### config.mk
export PLATFORM = sky130hd
export DESIGN_NAME = aci_handshake_spi_exchange_top
export DESIGN_NICKNAME = d
export VERILOG_FILES = /design/src/design/ahse_pkg.sv /design/src/design/ahse_ram.sv /design/src/design/aci_handshake_spi_exchange_top.sv
export SDC_FILE = /design/constraint.sdc
export NUM_CORES = 1
export LEC_CHECK = 0
export BUFFER_PORTS_ARGS = -buffer_cell sky130_fd_sc_hd__buf_2
export CAP_MARGIN = 20
export CORE_UTILIZATION = 40
export CTS_CLUSTER_DIAMETER = 200
export DETAILED_ROUTE_END_ITERATION = 8
export GPL_TIMING_DRIVEN = 0
export PLACE_DENSITY = 0.58
export REMOVE_ABC_BUFFERS = 1
export SYNTH_ARGS = -nofsm -noshare
export SYNTH_HDL_FRONTEND = slang
export SYNTH_SLANG_ARGS = --single-unit
### constraint.sdc
create_clock -name clock -period 4.29 [get_ports clock]
set_input_delay 0.6435 -clock clock [delete_from_list [all_inputs] [get_ports clock]]
set_output_delay 0.6435 -clock clock [all_outputs]
set_load 0.03 [all_outputs]
### src/design/ahse_pkg.sv
// Shared types, constants and microprogram for the handshaked SPI exchange block.
package ahse_pkg;

   localparam int BufferBytes = 32;
   localparam int AddrW = $clog2(BufferBytes);
   localparam int PosW = $clog2(BufferBytes + 1);
   localparam int IdxW = 5;
   localparam int IdxExtW = ((AddrW > IdxW) ? AddrW : IdxW) + 1;
   localparam int CountW = 9;
   localparam int TickW = 16;
   localparam int PcW = 5;
   localparam logic [TickW-1:0] TimeoutReset = 16'd65;
   localparam logic [CountW-1:0] ShortCount = 9'd2;

   typedef enum logic [2:0] {
      REQ_WRITE     = 3'd0,
      REQ_READ      = 3'd1,
      REQ_START     = 3'd2,
      REQ_TICK      = 3'd3,
      REQ_BYTE_DONE = 3'd4
   } req_kind_type;

   typedef enum logic [1:0] {
      PH_IDLE = 2'd0,
      PH_WAIT = 2'd1,
      PH_XFER = 2'd2
   } phase_type;

   typedef enum logic [2:0] {
      ST_IDLE    = 3'd0,
      ST_WAIT    = 3'd1,
      ST_XFER    = 3'd2,
      ST_DONE    = 3'd3,
      ST_TIMEOUT = 3'd4,
      ST_NOTHING = 3'd5
   } status_type;

   typedef enum logic {
      SEQ_IDLE,
      SEQ_RUN
   } seq_state_type;

   typedef enum logic [3:0] {
      UOP_NOP,
      UOP_WR_IDX,
      UOP_RD_IDX,
      UOP_LATCH_READ,
      UOP_CLEAR,
      UOP_START_WAIT,
      UOP_BEGIN_COUNT,
      UOP_BEGIN_TWO,
      UOP_BEGIN_LEFT,
      UOP_TIMEOUT,
      UOP_TICK_INC,
      UOP_NOTHING,
      UOP_BYTE_WR,
      UOP_BYTE_DONE,
      UOP_RD_POS,
      UOP_SEND_POS
   } uop_type;

   typedef enum logic [3:0] {
      COND_NEVER,
      COND_WR_OK,
      COND_IDX_OK,
      COND_BUSY,
      COND_BUF0_NZ,
      COND_READY_LOW,
      COND_NOT_WAIT,
      COND_TIMEOUT,
      COND_NOT_XFER,
      COND_XFER_END
   } cond_type;

   typedef struct packed {
      uop_type        op;
      cond_type       cond;
      logic [PcW-1:0] target;
      logic           emit;
   } ucode_type;

   typedef struct packed {
      logic [2:0] req_type;
      logic [4:0] buffer_index;
      logic [7:0] data_byte;
      logic       ready_level;
   } req_data_type;

   typedef struct packed {
      logic       request_level;
      logic       send_valid;
      logic [7:0] send_byte;
      logic [7:0] read_byte;
      logic [2:0] status;
      logic       retry_needed;
      logic       busy_res;
   } rsp_data_type;

   localparam logic [PcW-1:0] PcWrite    = 5'd0;
   localparam logic [PcW-1:0] PcWrDo     = 5'd2;
   localparam logic [PcW-1:0] PcRead     = 5'd3;
   localparam logic [PcW-1:0] PcIgnore   = 5'd4;
   localparam logic [PcW-1:0] PcRdDo     = 5'd5;
   localparam logic [PcW-1:0] PcStart    = 5'd7;
   localparam logic [PcW-1:0] PcBeginTwo = 5'd11;
   localparam logic [PcW-1:0] PcFull     = 5'd12;
   localparam logic [PcW-1:0] PcBeginCnt = 5'd14;
   localparam logic [PcW-1:0] PcTick     = 5'd15;
   localparam logic [PcW-1:0] PcBeginLft = 5'd19;
   localparam logic [PcW-1:0] PcTimeout  = 5'd20;
   localparam logic [PcW-1:0] PcByte     = 5'd21;
   localparam logic [PcW-1:0] PcByteEnd  = 5'd26;

   function automatic ucode_type uw(uop_type op, cond_type cond,
                                    logic [PcW-1:0] target, logic emit);
      ucode_type w;
      w.op = op;
      w.cond = cond;
      w.target = target;
      w.emit = emit;
      return w;
   endfunction

   function automatic logic [PcW-1:0] entry(logic [2:0] kind);
      logic [PcW-1:0] pc;
      unique case (kind)
         REQ_WRITE:     pc = PcWrite;
         REQ_READ:      pc = PcRead;
         REQ_START:     pc = PcStart;
         REQ_TICK:      pc = PcTick;
         REQ_BYTE_DONE: pc = PcByte;
         default:       pc = PcIgnore;
      endcase
      return pc;
   endfunction

   function automatic ucode_type ucode(logic [PcW-1:0] pc);
      ucode_type w;
      unique case (pc)
         5'd0:    w = uw(UOP_NOP,         COND_WR_OK,     PcWrDo,     1'b0);
         5'd1:    w = uw(UOP_NOP,         COND_NEVER,     PcIgnore,   1'b1);
         5'd2:    w = uw(UOP_WR_IDX,      COND_NEVER,     PcIgnore,   1'b1);
         5'd3:    w = uw(UOP_NOP,         COND_IDX_OK,    PcRdDo,     1'b0);
         5'd4:    w = uw(UOP_NOP,         COND_NEVER,     PcIgnore,   1'b1);
         5'd5:    w = uw(UOP_RD_IDX,      COND_NEVER,     PcIgnore,   1'b0);
         5'd6:    w = uw(UOP_LATCH_READ,  COND_NEVER,     PcIgnore,   1'b1);
         5'd7:    w = uw(UOP_NOP,         COND_BUSY,      PcIgnore,   1'b0);
         5'd8:    w = uw(UOP_NOP,         COND_BUF0_NZ,   PcFull,     1'b0);
         5'd9:    w = uw(UOP_CLEAR,       COND_READY_LOW, PcBeginTwo, 1'b0);
         5'd10:   w = uw(UOP_NOTHING,     COND_NEVER,     PcIgnore,   1'b1);
         5'd11:   w = uw(UOP_BEGIN_TWO,   COND_NEVER,     PcIgnore,   1'b1);
         5'd12:   w = uw(UOP_NOP,         COND_READY_LOW, PcBeginCnt, 1'b0);
         5'd13:   w = uw(UOP_START_WAIT,  COND_NEVER,     PcIgnore,   1'b1);
         5'd14:   w = uw(UOP_BEGIN_COUNT, COND_NEVER,     PcIgnore,   1'b1);
         5'd15:   w = uw(UOP_NOP,         COND_NOT_WAIT,  PcIgnore,   1'b0);
         5'd16:   w = uw(UOP_NOP,         COND_READY_LOW, PcBeginLft, 1'b0);
         5'd17:   w = uw(UOP_NOP,         COND_TIMEOUT,   PcTimeout,  1'b0);
         5'd18:   w = uw(UOP_TICK_INC,    COND_NEVER,     PcIgnore,   1'b1);
         5'd19:   w = uw(UOP_BEGIN_LEFT,  COND_NEVER,     PcIgnore,   1'b1);
         5'd20:   w = uw(UOP_TIMEOUT,     COND_NEVER,     PcIgnore,   1'b1);
         5'd21:   w = uw(UOP_NOP,         COND_NOT_XFER,  PcIgnore,   1'b0);
         5'd22:   w = uw(UOP_BYTE_WR,     COND_NEVER,     PcIgnore,   1'b0);
         5'd23:   w = uw(UOP_NOP,         COND_XFER_END,  PcByteEnd,  1'b0);
         5'd24:   w = uw(UOP_RD_POS,      COND_NEVER,     PcIgnore,   1'b0);
         5'd25:   w = uw(UOP_SEND_POS,    COND_NEVER,     PcIgnore,   1'b1);
         5'd26:   w = uw(UOP_BYTE_DONE,   COND_NEVER,     PcIgnore,   1'b1);
         default: w = uw(UOP_NOP,         COND_NEVER,     PcIgnore,   1'b1);
      endcase
      return w;
   endfunction

endpackage

### src/design/ahse_ram.sv
// Generic single-write, single-read RAM with registered read data.
module ahse_ram #(
   parameter int WIDTH = 8,
   parameter int DEPTH = 32
) (
   input  logic                     clock,
   input  logic                     wr_en,
   input  logic [$clog2(DEPTH)-1:0] wr_addr,
   input  logic [WIDTH-1:0]         wr_data,
   input  logic                     rd_en,
   input  logic [$clog2(DEPTH)-1:0] rd_addr,
   output logic [WIDTH-1:0]         rd_data
);

   logic [WIDTH-1:0] mem_ff [DEPTH];
   logic [WIDTH-1:0] rd_data_ff;

   always_ff @(posedge clock) begin
      if (wr_en) begin
         mem_ff[wr_addr] <= wr_data;
      end
      if (rd_en) begin
         rd_data_ff <= mem_ff[rd_addr];
      end
   end

   assign rd_data = rd_data_ff;

endmodule

### src/design/aci_handshake_spi_exchange_top.sv
// Top level: microcoded master for a request/ready handshaked SPI byte exchange.
//
// Each request beat is run by a short microprogram and yields one response beat.
// One beat is in flight at a time. The program length and the registered read of the
// message buffer RAM set the time from acceptance to response, and a full output
// register stalls the final step. A new request is taken while the previous response
// still waits in the output register. The message buffer reads as zero after reset
// and after a start with an empty buffer through per-slot valid bits, so no clearing
// pass is needed. The user must write the timeout register through the csr port only
// while the block is idle; the block itself does not enforce this.
module aci_handshake_spi_exchange_top (
   input  logic                   clock,
   input  logic                   reset,
   input  logic                   req_valid,
   output logic                   req_ready,
   input  ahse_pkg::req_data_type req_data,
   output logic                   rsp_valid,
   input  logic                   rsp_ready,
   output ahse_pkg::rsp_data_type rsp_data,
   input  logic                   csr_valid,
   output logic                   csr_ready,
   input  logic [15:0]            csr_data
);

   localparam int AddrW = ahse_pkg::AddrW;
   localparam int PosW = ahse_pkg::PosW;
   localparam int CountW = ahse_pkg::CountW;
   localparam int TickW = ahse_pkg::TickW;
   localparam int PcW = ahse_pkg::PcW;
   localparam int IdxExtW = ahse_pkg::IdxExtW;
   localparam int Bytes = ahse_pkg::BufferBytes;

   ahse_pkg::seq_state_type state_ff, state_in;
   logic [PcW-1:0]          pc_ff, pc_in;
   ahse_pkg::req_data_type  req_ff, req_in;
   logic [TickW-1:0]        timeout_ff, timeout_in;
   ahse_pkg::phase_type     phase_ff, phase_in;
   logic [CountW-1:0]       left_ff, left_in;
   logic [PosW-1:0]         pos_ff, pos_in;
   logic [TickW-1:0]        wait_ff, wait_in;
   logic                    retry_ff, retry_in;
   logic                    request_ff, request_in;
   logic [7:0]              buf0_ff, buf0_in;
   logic [Bytes-1:0]        valid_ff, valid_in;
   logic                    rd_valid_ff, rd_valid_in;
   logic                    send_valid_ff, send_valid_in;
   logic [7:0]              send_byte_ff, send_byte_in;
   logic [7:0]              read_byte_ff, read_byte_in;
   logic                    ovr_ff, ovr_in;
   ahse_pkg::status_type    code_ff, code_in;
   logic                    rsp_valid_ff, rsp_valid_in;
   ahse_pkg::rsp_data_type  rsp_data_ff, rsp_data_in;

   ahse_pkg::ucode_type     word;
   logic                    running;
   logic                    req_accept;
   logic                    fire;
   logic                    cond_true;
   logic [IdxExtW-1:0]      idx_ext;
   logic                    idx_ok;
   logic [AddrW-1:0]        idx_addr;
   logic [AddrW-1:0]        pos_addr;
   logic [CountW-1:0]       left_dec;
   logic [7:0]              rd_byte;
   logic                    ram_wr_en;
   logic [AddrW-1:0]        ram_wr_addr;
   logic                    ram_rd_en;
   logic [AddrW-1:0]        ram_rd_addr;
   logic [7:0]              ram_rd_data;

   assign word = ahse_pkg::ucode(pc_ff);
   assign req_accept = req_valid && req_ready;
   assign fire = running && !(word.emit && rsp_valid_ff && !rsp_ready);
   assign idx_ext = IdxExtW'(req_ff.buffer_index);
   assign idx_ok = idx_ext < IdxExtW'(Bytes);
   assign idx_addr = idx_ext[AddrW-1:0];
   assign pos_addr = pos_ff[AddrW-1:0];
   assign left_dec = (left_ff == '0) ? '0 : left_ff - CountW'(1);
   assign rd_byte = rd_valid_ff ? ram_rd_data : 8'd0;

   // next state
   always_comb begin
      state_in = state_ff;
      unique case (state_ff)
         ahse_pkg::SEQ_IDLE: begin
            if (req_accept) begin
               state_in = ahse_pkg::SEQ_RUN;
            end
         end
         ahse_pkg::SEQ_RUN: begin
            if (fire && word.emit) begin
               state_in = ahse_pkg::SEQ_IDLE;
            end
         end
         default: state_in = ahse_pkg::SEQ_IDLE;
      endcase
   end

   // state outputs
   always_comb begin
      req_ready = 1'b0;
      running = 1'b0;
      unique case (state_ff)
         ahse_pkg::SEQ_IDLE: req_ready = 1'b1;
         ahse_pkg::SEQ_RUN:  running = 1'b1;
         default:            req_ready = 1'b0;
      endcase
   end

   always_comb begin
      unique case (word.cond)
         ahse_pkg::COND_NEVER:     cond_true = 1'b0;
         ahse_pkg::COND_WR_OK:     cond_true = (phase_ff == ahse_pkg::PH_IDLE) && idx_ok;
         ahse_pkg::COND_IDX_OK:    cond_true = idx_ok;
         ahse_pkg::COND_BUSY:      cond_true = phase_ff != ahse_pkg::PH_IDLE;
         ahse_pkg::COND_BUF0_NZ:   cond_true = buf0_ff != 8'd0;
         ahse_pkg::COND_READY_LOW: cond_true = !req_ff.ready_level;
         ahse_pkg::COND_NOT_WAIT:  cond_true = phase_ff != ahse_pkg::PH_WAIT;
         ahse_pkg::COND_TIMEOUT:   cond_true = wait_ff >= timeout_ff;
         ahse_pkg::COND_NOT_XFER:  cond_true = phase_ff != ahse_pkg::PH_XFER;
         ahse_pkg::COND_XFER_END:  cond_true = (pos_ff >= PosW'(Bytes)) || (left_ff == '0);
         default:                  cond_true = 1'b0;
      endcase
   end

   always_comb begin
      pc_in = pc_ff;
      req_in = req_ff;
      timeout_in = timeout_ff;
      phase_in = phase_ff;
      left_in = left_ff;
      pos_in = pos_ff;
      wait_in = wait_ff;
      retry_in = retry_ff;
      request_in = request_ff;
      buf0_in = buf0_ff;
      valid_in = valid_ff;
      rd_valid_in = rd_valid_ff;
      send_valid_in = send_valid_ff;
      send_byte_in = send_byte_ff;
      read_byte_in = read_byte_ff;
      ovr_in = ovr_ff;
      code_in = code_ff;
      ram_wr_en = 1'b0;
      ram_wr_addr = idx_addr;
      ram_rd_en = 1'b0;
      ram_rd_addr = idx_addr;

      if (csr_valid && csr_ready) begin
         timeout_in = csr_data;
      end

      if (req_accept) begin
         req_in = req_data;
         pc_in = ahse_pkg::entry(req_data.req_type);
         send_valid_in = 1'b0;
         send_byte_in = 8'd0;
         read_byte_in = 8'd0;
         ovr_in = 1'b0;
         code_in = ahse_pkg::ST_IDLE;
      end

      if (fire) begin
         pc_in = cond_true ? word.target : pc_ff + PcW'(1);
         case (word.op) inside
            ahse_pkg::UOP_WR_IDX: begin
               ram_wr_en = 1'b1;
               valid_in[idx_addr] = 1'b1;
               if (idx_addr == '0) begin
                  buf0_in = req_ff.data_byte;
               end
            end
            ahse_pkg::UOP_RD_IDX: begin
               ram_rd_en = 1'b1;
               rd_valid_in = valid_ff[idx_addr];
            end
            ahse_pkg::UOP_LATCH_READ: read_byte_in = rd_byte;
            ahse_pkg::UOP_CLEAR: begin
               valid_in = '0;
               buf0_in = 8'd0;
            end
            ahse_pkg::UOP_START_WAIT: begin
               request_in = 1'b0;
               wait_in = '0;
               left_in = CountW'(buf0_ff) + CountW'(1);
               phase_in = ahse_pkg::PH_WAIT;
            end
            ahse_pkg::UOP_BEGIN_COUNT, ahse_pkg::UOP_BEGIN_TWO,
            ahse_pkg::UOP_BEGIN_LEFT: begin
               if (word.op == ahse_pkg::UOP_BEGIN_COUNT) begin
                  wait_in = '0;
                  left_in = CountW'(buf0_ff) + CountW'(1);
               end else if (word.op == ahse_pkg::UOP_BEGIN_TWO) begin
                  left_in = ahse_pkg::ShortCount;
               end
               if (word.op != ahse_pkg::UOP_BEGIN_TWO) begin
                  retry_in = 1'b0;
               end
               request_in = 1'b0;
               phase_in = ahse_pkg::PH_XFER;
               pos_in = '0;
               send_valid_in = 1'b1;
               send_byte_in = buf0_ff;
            end
            ahse_pkg::UOP_TIMEOUT: begin
               request_in = 1'b1;
               retry_in = 1'b1;
               phase_in = ahse_pkg::PH_IDLE;
               wait_in = '0;
               ovr_in = 1'b1;
               code_in = ahse_pkg::ST_TIMEOUT;
            end
            ahse_pkg::UOP_TICK_INC: wait_in = wait_ff + TickW'(1);
            ahse_pkg::UOP_NOTHING: begin
               ovr_in = 1'b1;
               code_in = ahse_pkg::ST_NOTHING;
            end
            ahse_pkg::UOP_BYTE_WR: begin
               ram_wr_en = 1'b1;
               ram_wr_addr = pos_addr;
               valid_in[pos_addr] = 1'b1;
               if (pos_ff == '0) begin
                  buf0_in = req_ff.data_byte;
               end
               left_in = left_dec;
               if (pos_ff == PosW'(1) && CountW'(req_ff.data_byte) > left_dec) begin
                  left_in = CountW'(req_ff.data_byte);
               end
               pos_in = pos_ff + PosW'(1);
            end
            ahse_pkg::UOP_BYTE_DONE: begin
               request_in = 1'b1;
               buf0_in = 8'd0;
               valid_in[0] = 1'b0;
               phase_in = ahse_pkg::PH_IDLE;
               ovr_in = 1'b1;
               code_in = ahse_pkg::ST_DONE;
            end
            ahse_pkg::UOP_RD_POS: begin
               ram_rd_en = 1'b1;
               ram_rd_addr = pos_addr;
               rd_valid_in = valid_ff[pos_addr];
            end
            ahse_pkg::UOP_SEND_POS: begin
               send_valid_in = 1'b1;
               send_byte_in = rd_byte;
            end
            default: begin
            end
         endcase
      end
   end

   always_comb begin
      rsp_valid_in = rsp_valid_ff && !rsp_ready;
      rsp_data_in = rsp_data_ff;
      if (fire && word.emit) begin
         rsp_valid_in = 1'b1;
         rsp_data_in.request_level = request_in;
         rsp_data_in.send_valid = send_valid_in;
         rsp_data_in.send_byte = send_byte_in;
         rsp_data_in.read_byte = read_byte_in;
         rsp_data_in.status = ovr_in ? code_in : 3'(phase_in);
         rsp_data_in.retry_needed = retry_in;
         rsp_data_in.busy_res = phase_in != ahse_pkg::PH_IDLE;
      end
   end

   always_ff @(posedge clock) begin
      if (reset) begin
         state_ff <= ahse_pkg::SEQ_IDLE;
         timeout_ff <= ahse_pkg::TimeoutReset;
         phase_ff <= ahse_pkg::PH_IDLE;
         left_ff <= '0;
         pos_ff <= '0;
         wait_ff <= '0;
         retry_ff <= 1'b0;
         request_ff <= 1'b1;
         buf0_ff <= 8'd0;
         valid_ff <= '0;
         rsp_valid_ff <= 1'b0;
      end else begin
         state_ff <= state_in;
         timeout_ff <= timeout_in;
         phase_ff <= phase_in;
         left_ff <= left_in;
         pos_ff <= pos_in;
         wait_ff <= wait_in;
         retry_ff <= retry_in;
         request_ff <= request_in;
         buf0_ff <= buf0_in;
         valid_ff <= valid_in;
         rsp_valid_ff <= rsp_valid_in;
      end
      pc_ff <= pc_in;
      req_ff <= req_in;
      rd_valid_ff <= rd_valid_in;
      send_valid_ff <= send_valid_in;
      send_byte_ff <= send_byte_in;
      read_byte_ff <= read_byte_in;
      ovr_ff <= ovr_in;
      code_ff <= code_in;
      rsp_data_ff <= rsp_data_in;
   end

   ahse_ram #(
      .WIDTH(8),
      .DEPTH(Bytes)
   ) u_buffer (
      .clock  (clock),
      .wr_en  (ram_wr_en),
      .wr_addr(ram_wr_addr),
      .wr_data(req_ff.data_byte),
      .rd_en  (ram_rd_en),
      .rd_addr(ram_rd_addr),
      .rd_data(ram_rd_data)
   );

   assign csr_ready = 1'b1;
   assign rsp_valid = rsp_valid_ff;
   assign rsp_data = rsp_data_ff;

endmodule
## Yosys cells after proc, flatten, opt, wreduce, memory -nomap -nowiden

Memory sizes are Yosys's and may differ from the RTL's. A register that Yosys moved wholly into a read port is not among the register bits.
Cells that the tools add are included.

| word-level totals | value |
|---|---|
| bits in registers | 157 |
| memory bits (writable) | 256 |
| bits in read-only memories | 448 |
| input bits | 38 |
| word-level logic and storage cells | 379 |
| memories kept | 2 |

| operators by class | value |
|---|---|
| add/sub/neg operators | 5 |
| order comparisons | 8 |
| eq/ne operators | 58 |
| mux-type cells | 231 |
| bitwise gates (word level) | 8 |
| reduce and logical (&&, ||, !) cells | 37 |

Memory list:

| name | depth | width | read ports | clocked after memory_dff | wr ports | line | RTL |
|---|---|---|---|---|---|---|---|
| (no name shown) | 32 | 14 | 1 | 1 | 0 | ahse_pkg.sv:139 | `unique case (pc)` |
| u_buffer.mem_ff | 32 | 8 | 1 | 1 | 1 | ahse_ram.sv:15 | `logic [WIDTH-1:0] mem_ff [DEPTH];` |

Operators by type and width:

| operator | number |
|---|---|
| two-way mux 31 bit | 10 |
| two-way mux 8 bit | 34 |
| two-way mux 5 bit | 28 |
| two-way mux 1 bit | 106 |
| two-way mux 9 bit | 10 |
| two-way mux 16 bit | 5 |
| bitwise OR 32 bit | 2 |
| == test 4 bit, second input constant | 10 |
| two-way mux 3 bit | 13 |
| == test 4 x 3 -> 1 bit, second input constant | 8 |
| two-way mux 6 bit | 5 |
| two-way mux 2 bit | 13 |
| one-hot mux 5 bit (5 select lines) | 1 |
| inequality test 2 bit, second input constant | 12 |
| AND reduction 10 bit | 2 |
| < comparator 5 x 6 -> 1 bit, second input constant | 3 |
| inequality test 3 bit, second input constant | 6 |
| AND reduction 9 bit | 2 |
| adder 16 x 1 -> 16 bit, second input constant | 1 |
| == test 4 x 2 -> 1 bit, second input constant | 4 |
| greater-or-equal comparator 16 bit | 1 |
| AND reduction 12 bit | 1 |
| AND reduction 11 bit | 1 |
| binary-select mux 1 bit (select 5 bit) | 2 |
| 34 further kinds | 67 |

## Depth between registers and ports, before layout

Gate-level depths: netlist (run 1).

| depth | value |
|---|---|
| depth after elaboration | 17 |
| gate-level depth with buffers | 16 |
| depth with buffers taken out | 14 |

## Cells and area by module

A second synthesis (run 1) with hierarchy kept.

| unflattened totals | value |
|---|---|
| cell total of the unflattened synthesis | 1,470 |
| area, all modules | 19,543.7 sq um |

By module, submodules not included:

| module | times used | cells an instance | area an instance (sq um) | sequential area each (sq um) |
|---|---|---|---|---|
| ahse_ram | 1 | 417 | 10,133.5 | 7,927.6 |
| aci_handshake_spi_exchange_top | 1 | 1,053 | 9,410.3 | 3,853.7 |

## Worst setup path before layout (run 1)

OpenSTA, ideal clock, no wires.

| timing path | value |
|---|---|
| path type | flip-flop to flip-flop |
| from | register left_ff[0] |
| to | register left_ff[0] |
| setup time | 131 ps |
| data arrival time | 3,239 ps |
| slack | 921 ps |
| stages on the path, launching flop included | 17 |
| path buffers | 2 |
| period minus slack after synthesis | 3,369 ps |
| cell sequence | dfxtp_1 > inv_1 > ha_1 > and4b_1 > buf_6 > or2_2 > ha_1 > nor2b_1 > o21a_1 > o21a_1 > o21a_1 > o211ai_1 > a211o_1 > clkbuf_1 > mux2_2 > a21oi_1 > nor3_1 |

| on the way | value |
|---|---|
| longest elaborated chain between the ends | 11 |

Ends and longest elaborated chain:

| what | line | RTL |
|---|---|---|
| start: declaration | aci_handshake_spi_exchange_top.sv:38 | `logic [CountW-1:0] left_ff, left_in;` |
| start signal: assignment | aci_handshake_spi_exchange_top.sv:286 | `left_ff <= left_in;` |
| subtractor 9 x 1 -> 9 bit / zero test 9 bit (equally long branches) | aci_handshake_spi_exchange_top.sv:78 | `assign left_dec = (left_ff == '0) ? '0 : left_ff - CountW'(1);` |
| two-way mux 9 bit (*) | aci_handshake_spi_exchange_top.sv:78 |  |
| greater-than comparator 8 x 9 -> 1 bit | aci_handshake_spi_exchange_top.sv:226 | `if (pos_ff == PosW'(1) && CountW'(req_ff.data_byte) > left_dec) begin` |
| logical AND 1 bit | aci_handshake_spi_exchange_top.sv:226 |  |
| two-way mux 9 bit (*) | aci_handshake_spi_exchange_top.sv:226 |  |
| two-way mux 9 bit (*) (6 in a row) | aci_handshake_spi_exchange_top.sv:165 | `case (word.op) inside` |

Every way passes the cells marked *; elsewhere a longest branch is shown, timed or not. The select of a mux whose other input is x is not followed.
A chain may end at the register's enable or synchronous reset.

## Worst setup path in the final report (run 1)

| timing path | value |
|---|---|
| from | register, netlist name word[11] |
| to | register u_buffer.rd_data_ff[6], in the netlist u_buffer.rd_data[6], read port of u_buffer.mem_ff (data pin) |

| on the way | value |
|---|---|
| longest elaborated chain between the ends | 14 |

Ends and longest elaborated chain:

| what | line | RTL |
|---|---|---|
| == test 4 bit (no source line) | -- |  |
| two-way mux 5 bit / two-way mux 1 bit (equally long branches) (12 in a row) | aci_handshake_spi_exchange_top.sv:165 |  |
| two-way mux 5 bit / two-way mux 1 bit (equally long branches) | aci_handshake_spi_exchange_top.sv:163 | `if (fire) begin` |
| end: declaration | ahse_ram.sv:16 | `logic [WIDTH-1:0] rd_data_ff;` |

Several ways; a longest one is shown, not always the timed one.

==> metrics.txt, run 1 <==
Hold EP req_ff[7]$_DFFE_PP_; hold buffers post-CTS 0; ys async rst share 0%; DRT iter0 DRCs 1110; P_sw 3.35 mW; GRT Resource Usage Total 18.5%; GR Overflow Total 0; hpwl dp 30200 µm; Mean Syn Cell Area 13.1 µm²; HP Class input port to flop; P_int 8.12 mW; clock-pin slew of the registers on the worst-case setup and hold paths 60 ps; initial core utilization 40.7%; most used cells in the layout excluding fill and tap cells edfxtp_1, nor2_1, dfxtp_1; WP data required 4570 ps; core area 47800 µm²; Syn Inst Count 1486; DRC 0; cell row count 80; CP max-delay cell dfxtp_2; Worst setup EP type flop; RSZ-0062 raised after global routing no; io pins 64; final instance area 22400 µm²; Hold Violations, Final 0; initial antenna violation count 0; leak pwr 7.70 nW; clk_skew 27.0 ps; via/cell ratio 5.65; Slew Limit Fails 0; sequential share of the synthesized area 60.5%; pre-CTS setup slack -647 ps; vias 12400; Max-slew headroom 30.6%; Startpoint Class flop; Worst-Margin Slew 1040 ps; layout cell share with drive strength beyond 1 18.4%; Die Y 223 µm; endpoints failing setup 0; met2 wire len 21000 µm; largest net degree at the start of global routing 48; Total Nets Final 1628; CP max stage delay 550 ps; vias in the first global route 12200; met1 WL 21000 µm; Final TNS setup 0 ps; commonest non-fill, non-tap cell in the layout edfxtp_1; Yosys cell types 69; Sink Count 435; HP Start req_data[7]; final period utilization 92.3%; Area growth syn-to-layout 14.9%; CTS tree built; crit-path cells inv_2, nor2_1, nand4_4, a21oi_4, buf_12, buf_12, buf_16, mux4_2, mux2_2, o22ai_1, a221oi_1; Gate power share 19.5%; DR top layer met4; sw frac 29.2%; total power draw 11.5 mW; crit path kind flop to flop; EDFF count, synth 307; first-pass GRT wire length 71200 µm; MaxCap Viol Count 0; Skew-Pair Late Insertion Delay 590 ps; flop2flop setup slack 330 ps; delay-heaviest family, CP multiplexers; VDD IR max 0.000312 V; RR Endpoint u_buffer.rd_data[6]$_DFFE_PP_; Finished Core Util 46.8%; post-layout min period 3960 ps; Crit path top cell by count buf_12; #FFs+latches synth 435; fmax 0.253 GHz; die area 49600 µm²; DP Area 20600 µm²; CTS Buffer Depth 3; final WL 45400 µm; Post-synth top flop edfxtp_1; worst reg-to-reg path cell count 11; Crit Path Max Fanout 17; Clk network pwr share 36.9%; Seq pwr share 43.6%; CP bufs+invs 4; data arrival time of the critical path 4240 ps; first-pass detailed-route iteration total 5; DR WL met3 2540 µm; routed length per instance 20.6 µm; total number of H-tree levels 2; ANT nets after route 0; Post-Syn Area 19500 µm²; Port Buffers 62; Root Driver clkbuf_16; synth warn 0; Die X 223 µm; Hold Path Depth 1; CTS buffer count 48; reg2reg start word[11]$_DFF_P_; PnR worst setup slack 330 ps; status completed; pwr/cell area 513 nW/µm²; Inserted Diodes 0; routability cong. 0.853
==> cell families after synthesis <==
family	after synthesis	share of synthesized area, %
adders and majority gates	41	2.63
xor gates and xnor gates	37	1.66
AOI/OAI and AO/OA	270	8.99
other	1	0.0193
muxes	156	13.4
and+or+nand+nor	427	10.2
DFF	435	60.5
buffers and inverters	119	2.64
==> per-layer routing <==
layer | track usage, % | up-vias
met5 | 0 | -
met4 | 5.61 | 0
met3 | 2.96 | 71
met2 | 29.1 | 391
met1 | 26.4 | 6192
li1 | - | 5792
==> worst max-delay path by stage <==
stage / from / to / slack, ps / depth (start not counted)
global route: timeout_ff[15]$_SDFFE_PP0P_ / word[12]$_DFF_P_ / 60 / 13
CTS: rsp_valid$_SDFF_PP0_ / u_buffer.rd_data[6]$_DFFE_PP_ / 30 / 12
finish: word[11]$_DFF_P_ / u_buffer.rd_data[6]$_DFFE_PP_ / 330 / 11
detailed placement: rsp_ready / u_buffer.rd_data[3]$_DFFE_PP_ / -650 / 13
global placement: rsp_ready / u_buffer.rd_data[5]$_DFFE_PP_ / -8930 / 9
floorplan: rsp_ready / u_buffer.rd_data[6]$_DFFE_PP_ / -4970 / 8
==> per-stage QoR <==
step,std cells,hold WS [ps]
6_report,2204,227
2_1_floorplan,1409,416
4_1_cts,2197,196
3_5_place_dp,2105,436
5_1_grt,2204,204
3_3_place_gp,2086,429
==> flip-flops by register name, summed over array words and instances (netlist names) <==
signal and count:
buf0_ff 8, code_ff 3, idx_addr 5, left_ff 9, ovr_ff 1, pc_ff 5, phase_ff 2, pos_ff 6
rd_valid_ff 1, read_byte_ff 8, req_ff 9, request_ff 1, retry_ff 1, rsp_data 23, rsp_valid 1, send_byte_ff 8
send_valid_ff 1, state_ff 1, timeout_ff 16, u_buffer.mem_ff 256, u_buffer.rd_data 8, valid_ff 32, wait_ff 16, word 14
==> layout make-up <==
| type | instances | area, µm² |
|---|---|---|
| fillers | 4251 | 25500 |
| flip-flops and latches | 435 | 11800 |
| multi-input cells | 933 | 7260 |
| clock buffers | 59 | 1250 |
| repair buffers | 89 | 776 |
| well taps | 615 | 769 |
| clock inverters | 31 | 377 |
| inverters | 42 | 158 |
==> synth_stat cells, types with 29 or more instances <==
master    count  share of area [%]
edfxtp_1    307                 47
nand2_1      82                1.6
nor3_1       29               0.75
o21ai_0      45                1.2
ha_1         41                2.6
a21oi_1      72                1.9
a22oi_1      37                1.4
mux2i_1      51                2.6
o22ai_1      43                1.4
inv_1        41               0.79
nand3_1      51                1.3
dfxtp_1     128                 13
nor2_1      171                3.3
clkbuf_1     52                1.0
mux4_2       81                9.4
==> power by group through the flow <==
stage / combinational [mW] / clock, mW / sequential [mW]
after floorplan: 1.48 / 0 / 5.08
after global placement: 2.10 / 0 / 5.10
after detailed placement: 2.18 / 0 / 5.09
after CTS: 2.19 / 4.33 / 5.00
after global routing: 2.45 / 4.49 / 5.03
final: 2.24 / 4.23 / 5.00
==> timing repair <==
action                                  4_1_cts  5_1_grt
endpoints found under the setup margin        8       12
gates cloned                                  1        0
pin swaps                                     2        0
resized for setup                             2        3
buffers inserted                              1        0
No activity file was read; power rests on OpenSTA's default activity.
==> inputs of run 2 (changes only) <==
--- a/config.mk
+++ b/config.mk
@@ -9,5 +9,5 @@
 export CAP_MARGIN = 20
 export CORE_UTILIZATION = 40
-export CTS_CLUSTER_DIAMETER = 200
+export CTS_CLUSTER_DIAMETER = 80
 export DETAILED_ROUTE_END_ITERATION = 8
 export GPL_TIMING_DRIVEN = 0
==> constraint.sdc (replaced) <==
create_clock -name clock -period 4.29 [get_ports clock]
set_input_delay 0.6435 -clock clock [delete_from_list [all_inputs] [get_ports clock]]
set_output_delay 0.6435 -clock clock [all_outputs]
set_load 0.005 [all_outputs]
==> metrics.txt, run 2 (synthesis results as in run 1) <==
status completed; pwr/cell area 512 nW/µm² (-0.14%); CTS buffer count 48 (unchanged); GR Overflow Total 0 (unchanged); crit path kind flop to flop; CTS Buffer Depth 3 (unchanged); GRT Resource Usage Total 18.6% (+0.019 points); commonest non-fill, non-tap cell in the layout edfxtp_1; largest net degree at the start of global routing 48 (unchanged); fmax 0.251 GHz (-0.48%); HP Start req_data[7]; Sink Count 435 (unchanged); io pins 64 (unchanged); total power draw 11.5 mW (about the same); routability cong. 0.853 (unchanged); final WL 45500 µm (+0.17%); CTS tree built; layout cell share with drive strength beyond 1 18.6% (+0.13 points); hold slack 228 ps (+0.835 ps); Setup crit start buf0_ff[0]$_SDFFE_PP0P_; routed length per instance 20.6 µm (+0.17%); hold buffers post-CTS 0 (unchanged); Worst-Margin Slew 1100 ps (+62.2 ps); Inserted Diodes 0 (unchanged); leak pwr 7.71 nW (+0.16%); Total Nets Final 1628 (unchanged); DRC 0 (unchanged); endpoints failing setup 0 (unchanged); pre-CTS setup slack -647 ps (unchanged); cell row count 80 (unchanged); VDD IR max 0.000312 V (about the same); vias in the first global route 12200 (-0.0082%); initial antenna violation count 1 (+1); number of flip-flops in the largest register 256 (unchanged); Final TNS setup 0 ps (unchanged); data arrival time of the critical path 4450 ps (+210 ps); post-layout min period 3980 ps (+19.2 ps); via/cell ratio 5.63 (-0.27%); clk_skew 25.6 ps (-1.38 ps); Port Buffers 62 (unchanged); total number of H-tree levels 2 (unchanged); PnR worst setup slack 311 ps (-19.2 ps); Hold Violations, Final 0 (unchanged); Root Driver clkbuf_16; Die X 223 µm (unchanged); RSZ-0062 raised after global routing no; Crit Path Max Fanout 8 (-9); first-pass GRT wire length 71200 µm (about the same); DRT iter0 DRCs 1043 (-6.0%); Startpoint Class flop; Die Y 223 µm (unchanged); first-pass detailed-route iteration total 5 (unchanged); core area 47800 µm² (unchanged); initial core utilization 40.7% (unchanged); hpwl dp 30200 µm (unchanged); WP data required 4760 ps (+190 ps); Largest Register u_buffer.mem_ff; Area growth syn-to-layout 15.0%; most used cells in the layout excluding fill and tap cells edfxtp_1, nor2_1, dfxtp_1; MaxCap Viol Count 0 (unchanged); Worst setup EP type flop; final period utilization 92.7% (+0.45 points); Slew Limit Fails 0 (unchanged); die area 49600 µm² (unchanged); ANT nets after route 0 (unchanged); Max-slew headroom 26.4% (-4.1 points); reg2reg start buf0_ff[0]$_SDFFE_PP0P_; Skew-Pair Late Insertion Delay 590 ps (about the same); HP Class input port to flop; clock-pin slew of the registers on the worst-case setup and hold paths 60 ps (about the same); vias 12400 (-0.27%)
run 2: cell types whose count changed in the layout (fill, tap and decap cells not counted):
cell / previous run / this run
clkbuf_1: 10 / 8
bufinv_16: 7 / 8
clkbuf_8: 1 / 0
clkinv_2: 6 / 7
clkinv_4: 0 / 1
run 2: final timing paths:
check,end,slack (ps),cells past startpoint
max,word[6]$_DFF_P_,310,14
min,req_ff[7]$_DFFE_PP_,230,1
max reg2reg,word[6]$_DFF_P_,310,14
min reg2reg,send_valid_ff$_DFF_P_,440,2
run 2: timing repair:
action	4_1_cts	5_1_grt
buffers inserted	1	0
cloned	1	0
pin swaps	2	0
resized for setup	2	3
setup endpoints to repair	8	12
run 2: worst max-delay path: stages, from the launching register on:
cell,delay [ps]
dfxtp_1,380
inv_1,80
ha_1,130
nor4b_1,540
a21oi_1,140
a31oi_1,290
o2111ai_2,280
o21ai_0,230
o31ai_1,120
a21oi_1,610
inv_1,220
ha_1,310
o21ai_0,130
a21oi_1,130
a211o_1,250
run 2: through the flow:
| stage | instances | utilization (%) | area [µm²] |
|---|---|---|---|
| after floorplan | 1409 | - | 19100 |
| after global placement | 2086 | 42.2 | 20200 |
| after detailed placement | 2105 | 43.1 | 20600 |
| after CTS | 2197 | 46.6 | 22300 |
| after global routing | 2204 | 46.8 | 22400 |
| final | 2204 | 46.8 | 22400 |
run 2: routing by layer:
| layer | GRT usage, % | vias up | share of wire [%] |
|---|---|---|---|
| li1 | - | 5797 | - |
| met1 | 26.5 | 6182 | 46 |
| met2 | 29.2 | 373 | 47 |
| met3 | 2.80 | 61 | 5.1 |
| met4 | 5.61 | 0 | 1.9 |
| met5 | 0 | - | 0 |
run 2: layout make-up:
cell class	count	area, µm²
clock inverters	34	420
repair buffers	89	776
multi-input cells	933	7260
well taps	615	769
clock buffers	56	1230
fillers	4246	25400
flip-flops and latches	435	11800
inverters	42	158
run 2: report_power, final:
part	internal [mW]	switching [mW]	total [mW]
Sequential	4.75	0.251	5.00
Combinational	0.853	1.32	2.17
Clock	2.56	1.74	4.29
Total	8.16	3.31	11.5
